## config.mk

```make
export PLATFORM = sky130hd
export DESIGN_NAME = shift_and_substring_matcher_core
export DESIGN_NICKNAME = d
export VERILOG_FILES = /design/src/hdl/shsm_pkg.sv /design/src/hdl/shsm_pattern_store.sv /design/src/hdl/shsm_match_core.sv /design/src/hdl/shift_and_substring_matcher_core.sv
export SDC_FILE = /design/constraint.sdc
export NUM_CORES = 1
export LEC_CHECK = 0
export ABC_AREA = 1
export CAP_MARGIN = 5
export CORE_ASPECT_RATIO = 2
export CORE_MARGIN = 4
export CORE_UTILIZATION = 25
export DETAILED_ROUTE_END_ITERATION = 6
export DONT_BUFFER_PORTS = 1
export PLACE_DENSITY = 0.42
export SLEW_MARGIN = 0
export SYNTH_ARGS = -nofsm -noshare
export SYNTH_HDL_FRONTEND = slang
export SYNTH_SLANG_ARGS = --single-unit
```

## constraint.sdc

```tcl
create_clock -name clk -period 3.7 [get_ports clk]
set_clock_uncertainty 0.1 [all_clocks]
set_input_delay 0.74 -clock clk [delete_from_list [all_inputs] [get_ports clk]]
set_output_delay 0.74 -clock clk [all_outputs]
set_load 0.02 [all_outputs]
```

## src/hdl/shsm_pkg.sv

```systemverilog
`timescale 1ns / 1ps

package shsm_pkg;

  // Default pattern store depth
  localparam int PATTERN_MAX_DEF = 31;

  // Field widths
  localparam int VALUE_W = 8;
  localparam int POS_W   = 5;
  localparam int LEN_W   = 5;
  localparam int CFG_IDX_W  = 1;
  localparam int CFG_DATA_W = 5;

  // Register indexes
  localparam logic [CFG_IDX_W-1:0] REG_CASE_INS = 1'd0;
  localparam logic [CFG_IDX_W-1:0] REG_PAT_LEN  = 1'd1;

  // Input actions
  localparam logic ACT_LOAD = 1'b0;
  localparam logic ACT_TEXT = 1'b1;

  // One input item as held in the input register
  typedef struct packed {
    logic               action;
    logic [VALUE_W-1:0] value;
    logic [POS_W-1:0]   position;
    logic               text_first;
    logic               text_last;
  } item_t;

  // Control handed to the match core for one text byte
  typedef struct packed {
    logic step;
    logic first;
    logic last;
  } step_ctl_t;

  // Map ASCII upper case letters to lower case
  function automatic logic [VALUE_W-1:0] fold_case(input logic [VALUE_W-1:0] c);
    logic [VALUE_W-1:0] r;
    r = c;
    if (c >= 8'h41 && c <= 8'h5A) begin
      r = c + 8'h20;
    end
    return r;
  endfunction

endpackage

```

## src/hdl/shsm_pattern_store.sv

```systemverilog
`timescale 1ns / 1ps

module shsm_pattern_store
  import shsm_pkg::*;
#(
  parameter int PATTERN_MAX = PATTERN_MAX_DEF,
  parameter int LW = $clog2(PATTERN_MAX + 1)
) (
  input  logic                   clk,
  input  logic                   wr_en,
  input  logic [POS_W-1:0]       wr_pos,
  input  logic [VALUE_W-1:0]     wr_char,
  input  logic                   case_ins,
  input  logic [LW-1:0]          eff_len,
  input  logic [VALUE_W-1:0]     text_byte,
  output logic [PATTERN_MAX-1:0] mask
);

  logic [VALUE_W-1:0] chars_r [PATTERN_MAX];

  // Pattern characters, one write port; positions past the store are dropped
  always_ff @(posedge clk) begin
    for (int i = 0; i < PATTERN_MAX; i++) begin
      if (wr_en && int'(wr_pos) == i) begin
        chars_r[i] <= wr_char;
      end
    end
  end

  // Per-position compare, only positions below the active length count
  always_comb begin
    for (int i = 0; i < PATTERN_MAX; i++) begin
      mask[i] = (i < int'(eff_len)) &&
                ((text_byte == chars_r[i]) ||
                 (case_ins && fold_case(text_byte) == fold_case(chars_r[i])));
    end
  end

endmodule

```

## src/hdl/shsm_match_core.sv

```systemverilog
`timescale 1ns / 1ps

module shsm_match_core
  import shsm_pkg::*;
#(
  parameter int PATTERN_MAX = PATTERN_MAX_DEF,
  parameter int LW = $clog2(PATTERN_MAX + 1)
) (
  input  logic                   clk,
  input  logic                   rst_n,
  input  step_ctl_t              ctl,
  input  logic [PATTERN_MAX-1:0] mask,
  input  logic [LW-1:0]          eff_len,
  input  logic                   out_ready,
  output logic                   out_valid,
  output logic                   out_match_end,
  output logic                   out_found,
  output logic                   out_last
);

  logic [PATTERN_MAX-1:0] vec_r;
  logic [PATTERN_MAX:0]   vec_nxt;
  logic [PATTERN_MAX-1:0] vec_base;
  logic                   found_r, found_nxt;
  logic                   hit;
  logic                   valid_r, valid_nxt;
  logic                   match_r, fnd_r, last_r;

  // Shift-And step: set bit 0, keep matching positions, shift up
  always_comb begin
    vec_base  = ctl.first ? '0 : vec_r;
    vec_nxt   = {(vec_base | {{(PATTERN_MAX-1){1'b0}}, 1'b1}) & mask, 1'b0};
    hit       = (eff_len != '0) && vec_nxt[eff_len];
    found_nxt = (ctl.first ? 1'b0 : found_r) | hit;
  end

  // Result register occupancy
  always_comb begin
    valid_nxt = valid_r;
    if (ctl.step) begin
      valid_nxt = 1'b1;
    end else if (out_ready) begin
      valid_nxt = 1'b0;
    end
  end

  // Match state and valid flag; the bit above the store only signals a hit
  always_ff @(posedge clk) begin
    if (!rst_n) begin
      vec_r   <= '0;
      found_r <= 1'b0;
      valid_r <= 1'b0;
    end else begin
      valid_r <= valid_nxt;
      if (ctl.step) begin
        vec_r   <= vec_nxt[PATTERN_MAX-1:0];
        found_r <= found_nxt;
      end
    end
  end

  // Result payload
  always_ff @(posedge clk) begin
    if (ctl.step) begin
      match_r <= hit;
      fnd_r   <= found_nxt || (eff_len == '0);
      last_r  <= ctl.last;
    end
  end

  assign out_valid     = valid_r;
  assign out_match_end = match_r;
  assign out_found     = fnd_r;
  assign out_last      = last_r;

endmodule

```

## src/hdl/shift_and_substring_matcher_core.sv

```systemverilog
`timescale 1ns / 1ps
// A text byte passes the input register and then the result register, which holds it until it
// transfers; a held result stalls text bytes in the input register.
// Throughput: one item per cycle unless a held result stalls; match vector update is one AND-and-shift step.
// Load items produce no result and leave the input register even while a result is held.
// Reset (rst_n, synchronous, active low) clears the match vector, found flag, configuration
// registers and valid flags; pattern characters, the held item and the result payload are not cleared.

module shift_and_substring_matcher_core
  import shsm_pkg::*;
#(
  parameter int PATTERN_MAX = PATTERN_MAX_DEF
) (
  input  logic                  clk,
  input  logic                  rst_n,
  input  logic                  cfg_we,
  input  logic [CFG_IDX_W-1:0]  cfg_index,
  input  logic [CFG_DATA_W-1:0] cfg_data,
  input  logic                  in_valid,
  output logic                  in_ready,
  input  logic                  in_action,
  input  logic [VALUE_W-1:0]    in_value,
  input  logic [POS_W-1:0]      in_position,
  input  logic                  in_text_first,
  input  logic                  in_text_last,
  output logic                  out_valid,
  input  logic                  out_ready,
  output logic                  out_match_end,
  output logic                  out_found,
  output logic                  out_last
);

  localparam int LW = $clog2(PATTERN_MAX + 1);

  logic                   case_ins_r;
  logic [LEN_W-1:0]       pat_len_r;
  logic [LW-1:0]          eff_len;
  item_t                  item_r;
  logic                   item_v_r;
  logic                   advance;
  logic [PATTERN_MAX-1:0] mask;
  step_ctl_t              ctl;

  // Configuration registers
  always_ff @(posedge clk) begin
    if (!rst_n) begin
      case_ins_r <= 1'b0;
      pat_len_r  <= '0;
    end else if (cfg_we) begin
      unique case (cfg_index)
        REG_CASE_INS: case_ins_r <= cfg_data[0];
        REG_PAT_LEN:  pat_len_r  <= cfg_data[LEN_W-1:0];
        default: ;
      endcase
    end
  end

  // Active length, clipped to the store depth
  always_comb begin
    if (int'(pat_len_r) < PATTERN_MAX) begin
      eff_len = LW'(pat_len_r);
    end else begin
      eff_len = LW'(PATTERN_MAX);
    end
  end

  // Input register leaves when a load, or when the result slot frees up
  assign advance  = item_v_r && ((item_r.action == ACT_LOAD) || !out_valid || out_ready);
  assign in_ready = rst_n && (!item_v_r || advance);

  always_ff @(posedge clk) begin
    if (!rst_n) begin
      item_v_r <= 1'b0;
    end else if (in_ready) begin
      item_v_r <= in_valid;
    end else if (advance) begin
      item_v_r <= 1'b0;
    end
  end

  always_ff @(posedge clk) begin
    if (in_valid && in_ready) begin
      item_r <= '{action: in_action, value: in_value, position: in_position,
                  text_first: in_text_first, text_last: in_text_last};
    end
  end

  assign ctl = '{step:  advance && (item_r.action == ACT_TEXT),
                 first: item_r.text_first,
                 last:  item_r.text_last};

  shsm_pattern_store #(
    .PATTERN_MAX (PATTERN_MAX),
    .LW          (LW)
  ) u_store (
    .clk       (clk),
    .wr_en     (advance && (item_r.action == ACT_LOAD)),
    .wr_pos    (item_r.position),
    .wr_char   (item_r.value),
    .case_ins  (case_ins_r),
    .eff_len   (eff_len),
    .text_byte (item_r.value),
    .mask      (mask)
  );

  shsm_match_core #(
    .PATTERN_MAX (PATTERN_MAX),
    .LW          (LW)
  ) u_core (
    .clk           (clk),
    .rst_n         (rst_n),
    .ctl           (ctl),
    .mask          (mask),
    .eff_len       (eff_len),
    .out_ready     (out_ready),
    .out_valid     (out_valid),
    .out_match_end (out_match_end),
    .out_found     (out_found),
    .out_last      (out_last)
  );

endmodule

```

==> metrics.txt, run 1 <==
reg2reg setup slack 0.52 ns; clock latency on the worst-skew pair 0.60 ns; Initial Util 25.3%; r2r worst-path depth 11; layout cell share with drive strength beyond 1 5.35%; routed vias/inst 4.75; Synth Flop Type edfxtp_1; Top Family by Delay on Critical Path simple AND/OR/NAND/NOR gates; Hold Buf Count CTS 0; final net count 2409; Routed WL per cell 20.0 µm; post-CTS sizing 0; Cell Area, Synth 18700 µm²; DRC viols 0; worst reg2reg endpoint u_core.out_found; Routed WL 65900 µm; final period utilization 86.0%; Worst Setup EP u_core.out_found; DR vias 15700; Static Leak 8.69 nW; die area 79700 µm²; Clock Tree Buf Depth 3; crit path buf inv count 2; Crit. Startpoint item_r[8]; row cnt 141; placed inst area 20000 µm²; syn avg cell area 8.03 µm²; gpl congestion 0.860; kind of critical path reg2reg; startpoint class of the critical path register; H-tree levels 1; Least-Margin Pin Slew 0.983 ns; fin. max-slew vios 0; GR Overflow Total 0; 1st-iter DRT viols 792; DP HPWL 46500 µm; maxcap violations 0; CTS Buf Count 30; Logic pwr share 7.6%; area delta synth->final 12.5%; final setup margin 0.519 ns; postcts setup bufs 0; Post-DRT Antenna Nets 0; GRT Total Usage 15.9%; switching part of the total 24.1%; Crit path largest cell delay 0.72 ns; hold_sp in_value[2]; Max IR drop VDD 384 µV; number of port buffers 0; Levels on crit path 11; first-pass GRT wire length 96700 µm; Async SR Flop Fraction 0%; Synth Register Bits 306; critical path's slowest cell inv_2; Crit Path Max Fanout 36; clock-pin slew on the worst setup and hold paths 0.07 ns; vias in the first global route 15600; Final Hold Vio Count 0; data required time at the worst endpoint 4.07 ns; Worst EP arrival 3.55 ns; type of element capturing the critical path register; die extent in x 202 µm; P_sw 1.89 mW; Slew headroom 34.4%; fmax 0.314 GHz; status completed; Syn. warnings 0; largest net degree at the start of global routing 65; Critical Path Most Common Cell nand2_1; Syn Nets 2395; total power 7.84 mW; dpl ws 0.549 ns; Final Setup Violations 0; proportion of power drawn by flip-flops and latches 48.7%; Post-synth EDFFs 267; First-pass DRT Iterations 5; IO Pins 32; initial antenna violation count 1; register area share after synthesis 46.9%; Pint 5.95 mW; Pwr per Cell Area 371 nW/µm²; clock sink total 306; Die Y-Extent 395 µm; Core Box Area 74100 µm²; Hold Path Depth 0; CP Cell Sequence inv_2 > o2111ai_1 > nor4_1 > nand3_1 > nand3_1 > nand2_1 > inv_1 > nand2_1 > nor2_1 > nand2_1 > nand3b_1; post-route design area 21100 µm²; Tmin final 3.18 ns; unique cell type count in the Yosys netlist 47; clock root buffer master clkbuf_16; FF-to-FF Start item_r[8]; Syn Inst Count 2336; Clock Power Share 43.7%; TNS Setup 0 ns; HP Class in2reg; FILL cells 7865; CTS tree done; setup repair after global routing missed its margin no
layer usage:
layer	up-vias	GRT usage [%]	share of wire, %
met1	7550	15.2	35
met5	-	0	0
met2	325	33.2	58
met4	0	7.62	4.9
met3	118	1.42	2.7
li1	7716	-	-
stage by stage:
stage / std cells / hold slack [ns] / util (%)
after global routing: 3303 / 0.110 / 28.5
after global placement: 3247 / 0.307 / 27.0
after detailed placement: 3247 / 0.310 / 27.0
after floorplan: 2336 / 0.300 / -
final: 3304 / 0.138 / 28.5
after CTS: 3303 / 0.100 / 28.5
cell usage after synthesis, drive strengths merged, types with 4 or more instances:
master,count,area [µm²]
a211oi,6,45.0
a21oi,65,325
a221oi,4,35.0
buf,50,339
clkbuf,24,90.1
dfxtp,39,781
edfxtp,267,8020
ha,32,400
inv,254,958
nand2,715,2720
nand3,133,683
nand3b,18,135
nand4,93,597
nor2,294,1120
nor3,18,90.1
nor4,15,93.8
o2111ai,8,70.1
o21ai,79,395
o22ai,17,106
or2,6,37.5
xnor2,133,1160
xor2,42,368
final cells by class:
class                           instances  area (µm²)  area share (%)
Tap cell                              929        1160            5.51
Multi-Input combinational cell       1699        8560            40.6
Inverter                              257         970            4.60
Timing Repair Buffer                   56         533            2.53
Clock inverter                         19         244            1.16
Antenna cell                            1        2.50          0.0119
Clock buffer                           37         828            3.93
Sequential cell                       306        8800            41.7
worst register-to-register path, delay by kind of cell (launching register included):
family | cells | cell delay [ns]
simple gates | 8 | 1.40
buf+inv | 2 | 0.79
compound gates | 1 | 0.23
flops | 1 | 0.55
flip-flops by register name, indices dropped and copies added, names as in the netlist:
signal and count:
item_v_r 1, u_core.found_r 1, u_core.out_valid 1, u_core.out_last 1, case_ins_r 1, u_core.out_match_end 1, u_core.out_found 1, pat_len_r 5
u_core.vec_r 30, item_r 14, ctl 2, u_store.chars_r 248
power groups by stage:
stage	Combinational [mW]	Sequential [mW]	Clock, mW
finish	0.598	3.81	3.42
global route	0.652	3.82	3.65
CTS	0.609	3.81	3.53
detailed placement	0.608	3.89	0
global placement	0.607	3.89	0
floorplan	0.362	3.88	0
layout by cell type, fill, tap and decap left out, types with 3 or more instances in the layout:
| cell | synthesis | routed |
|---|---|---|
| clkbuf_8 | 0 | 3 |
| nand3_1 | 131 | 131 |
| nand4_1 | 92 | 92 |
| a211oi_1 | 6 | 6 |
| or2_2 | 6 | 6 |
| o2111ai_1 | 8 | 8 |
| nor2_1 | 292 | 291 |
| o21bai_1 | 3 | 3 |
| nand2_1 | 710 | 709 |
| clkbuf_16 | 0 | 31 |
| clkbuf_1 | 24 | 3 |
| xnor2_1 | 133 | 133 |
| buf_12 | 0 | 9 |
| a221oi_1 | 4 | 4 |
| nor4_1 | 15 | 15 |
| o211ai_1 | 3 | 3 |
| o21ai_0 | 74 | 74 |
| inv_2 | 3 | 5 |
| o21ai_1 | 5 | 5 |
| inv_1 | 250 | 249 |
| clkinv_2 | 0 | 5 |
| a21oi_1 | 65 | 65 |
| a2111oi_0 | 3 | 3 |
| xor2_1 | 42 | 42 |
| o22ai_1 | 17 | 17 |
| nor3_1 | 18 | 18 |
| bufinv_16 | 0 | 6 |
| edfxtp_1 | 267 | 267 |
| dfxtp_1 | 39 | 39 |
| buf_4 | 6 | 47 |
| nand3b_1 | 18 | 18 |
| ha_1 | 32 | 32 |
| nand2_2 | 2 | 3 |
| clkinv_1 | 3 | 8 |
worst min path at each step:
stage / endpoint
after floorplan: u_core.out_last
after global placement: u_core.out_last
after detailed placement: u_core.out_last
after CTS: item_r[9]
after global routing: item_r[2]
final: item_r[9]
cell families after synthesis:
group / Yosys count / synth area share [%]
AND/OR/NAND/NOR: 1295 / 29.3
buffers and inverters: 331 / 7.46
flip-flops: 306 / 46.9
AO/OA/AOI/OAI: 197 / 5.97
XOR/XNOR: 175 / 8.18
adder cells (fa/ha/maj): 32 / 2.14
Note: power is estimated with default switching activity, not from simulation.
==> run 2, diff against run 1 <==
- clock period: 3.7 -> 3.6 ns (I/O delays scaled with it)
==> metrics.txt, run 2 (same netlist as run 1, synthesis figures left out) <==
type of element capturing the critical path register; clock latency on the worst-skew pair 0.60 ns; Largest regs u_store.chars_r: 248 flops, u_core.vec_r: 30 flops, item_r: 14 flops; Post-DRT Antenna Nets 0; GR Overflow Total 0; clock-pin slew on the worst setup and hold paths 0.08 ns; data required time at the worst endpoint 3.83 ns; fmax 0.319 GHz; r2r worst-path depth 18; Worst EP arrival 3.36 ns; worst reg2reg endpoint u_core.out_found; Pwr per Cell Area 369 nW/µm²; Tmin final 3.13 ns; clock root buffer master clkbuf_16; postcts setup bufs 0; largest net degree at the start of global routing 66; Slew headroom 35.6%; TNS Setup 0 ns; kind of critical path reg2reg; die area 79700 µm²; status completed; Final Hold Vio Count 0; Core Box Area 74100 µm²; clock sink total 306; Least-Margin Pin Slew 0.962 ns; 1st-iter DRT viols 849; Crit Path Max Fanout 28; maxcap violations 0; Biggest register u_store.chars_r; routed vias/inst 4.78; final net count 2413; DP HPWL 47400 µm; gpl congestion 0.861; vias in the first global route 16000; CTS tree done; Crit. Startpoint item_r[12]; placed inst area 20100 µm²; CTS Buf Count 29; CP Cell Sequence ha_1 > inv_1 > nand4_4 > nand2_4 > buf_4 > nand2_1 > inv_1 > nor2_1 > nand3_1 > nand2_1 > nand2_1 > nand2_1 > nand2_1 > nor2_1 > a21oi_1 > nor2_1 > nand2_1 > nand3b_1; DR vias 15800; setup repair after global routing missed its margin no; Critical Path Most Common Cell nand2_1; Routed WL 66000 µm; n_diodes 0; IO Pins 32; Hold Buf Count CTS 0; number of flip-flops in the largest register 248; total power 7.75 mW; post-CTS sizing 0; Die Y-Extent 395 µm; Crit path largest cell delay 0.49 ns; layout cell share with drive strength beyond 1 5.30%; reg2reg setup slack 0.47 ns; fin. max-slew vios 0; initial antenna violation count 0; most frequent cells in the layout nand2_1 (709), nor2_1 (291), edfxtp_1 (267); Clock Tree Buf Depth 3; WHS 0.117 ns; final setup margin 0.468 ns; final period utilization 87.0%; FF-to-FF Start item_r[12]; commonest non-fill, non-tap cell in the layout nand2_1; Final Setup Violations 0; Static Leak 8.65 nW; post-route design area 21000 µm²; dpl ws 0.497 ns; Max IR drop VDD 408 µV; Initial Util 25.3%; HP Class in2reg; row cnt 141; die extent in x 202 µm; H-tree levels 1; FILL cells 7902; first-pass GRT wire length 97600 µm; First-pass DRT Iterations 5; DRC viols 0; GRT Total Usage 16.0%; Routed WL per cell 20.0 µm; startpoint class of the critical path register; Worst Setup EP u_core.out_found; number of port buffers 0; area delta synth->final 12.1%; critical path's slowest cell edfxtp_1
-- run 2: changes by cell type in the layout (fill, tap and decap cells not counted), sizes merged --
cell	delta
diode	-1
clkbuf	+3
inv	-1
clkinv	-4
bufinv	-3
clkinvlp	+2
buf	+5
-- run 2: report_power, final --
part | switching, mW | total (mW) | internal [mW]
Sequential | 0.0404 | 3.92 | 3.88
Clock | 1.47 | 3.21 | 1.74
Combinational | 0.445 | 0.627 | 0.182
Total | 1.95 | 7.75 | 5.80
-- run 2: metrics by stage --
step / cells / utilization [%]
after floorplan: 2336 / -
after global placement: 3252 / 27.1
after detailed placement: 3252 / 27.1
after CTS: 3305 / 28.4
after global routing: 3305 / 28.4
final: 3305 / 28.4
-- run 2: worst min-delay path by stage --
stage,start,cells past startpoint,endpoint
final,in_text_last,0,ctl[0]
after global routing,in_text_last,0,ctl[0]
after CTS,in_text_last,0,ctl[0]
after detailed placement,ctl[0],0,u_core.out_last
after global placement,ctl[0],0,u_core.out_last
after floorplan,ctl[0],0,u_core.out_last
-- run 2: area by class of cell --
| cell class | count | area, µm² | share of cell area, % |
|---|---|---|---|
| well taps | 929 | 1160 | 5.53 |
| multi-input cells | 1699 | 8560 | 40.7 |
| clock inverters | 13 | 148 | 0.703 |
| repair buffers | 61 | 596 | 2.83 |
| clock buffers | 40 | 787 | 3.74 |
| inverters | 257 | 970 | 4.61 |
| flip-flops and latches | 306 | 8800 | 41.9 |
-- run 2: layer usage --
layer / vias to the layer above / track usage (%) / wire, µm
met4: 0 / 7.62 / 3360
li1: 7715 / - / -
met3: 129 / 1.03 / 1730
met1: 7630 / 15.5 / 22900
met2: 340 / 33.5 / 38000
met5: - / 0 / 0
-- run 2: critical path: cells and delay by family (launching register included) --
family	cells	cell delay, ns
simple gates	13	1.26
compound gates	1	0.16
buf+inv	3	0.50
fa+ha+maj	1	0.34
flops	1	0.49
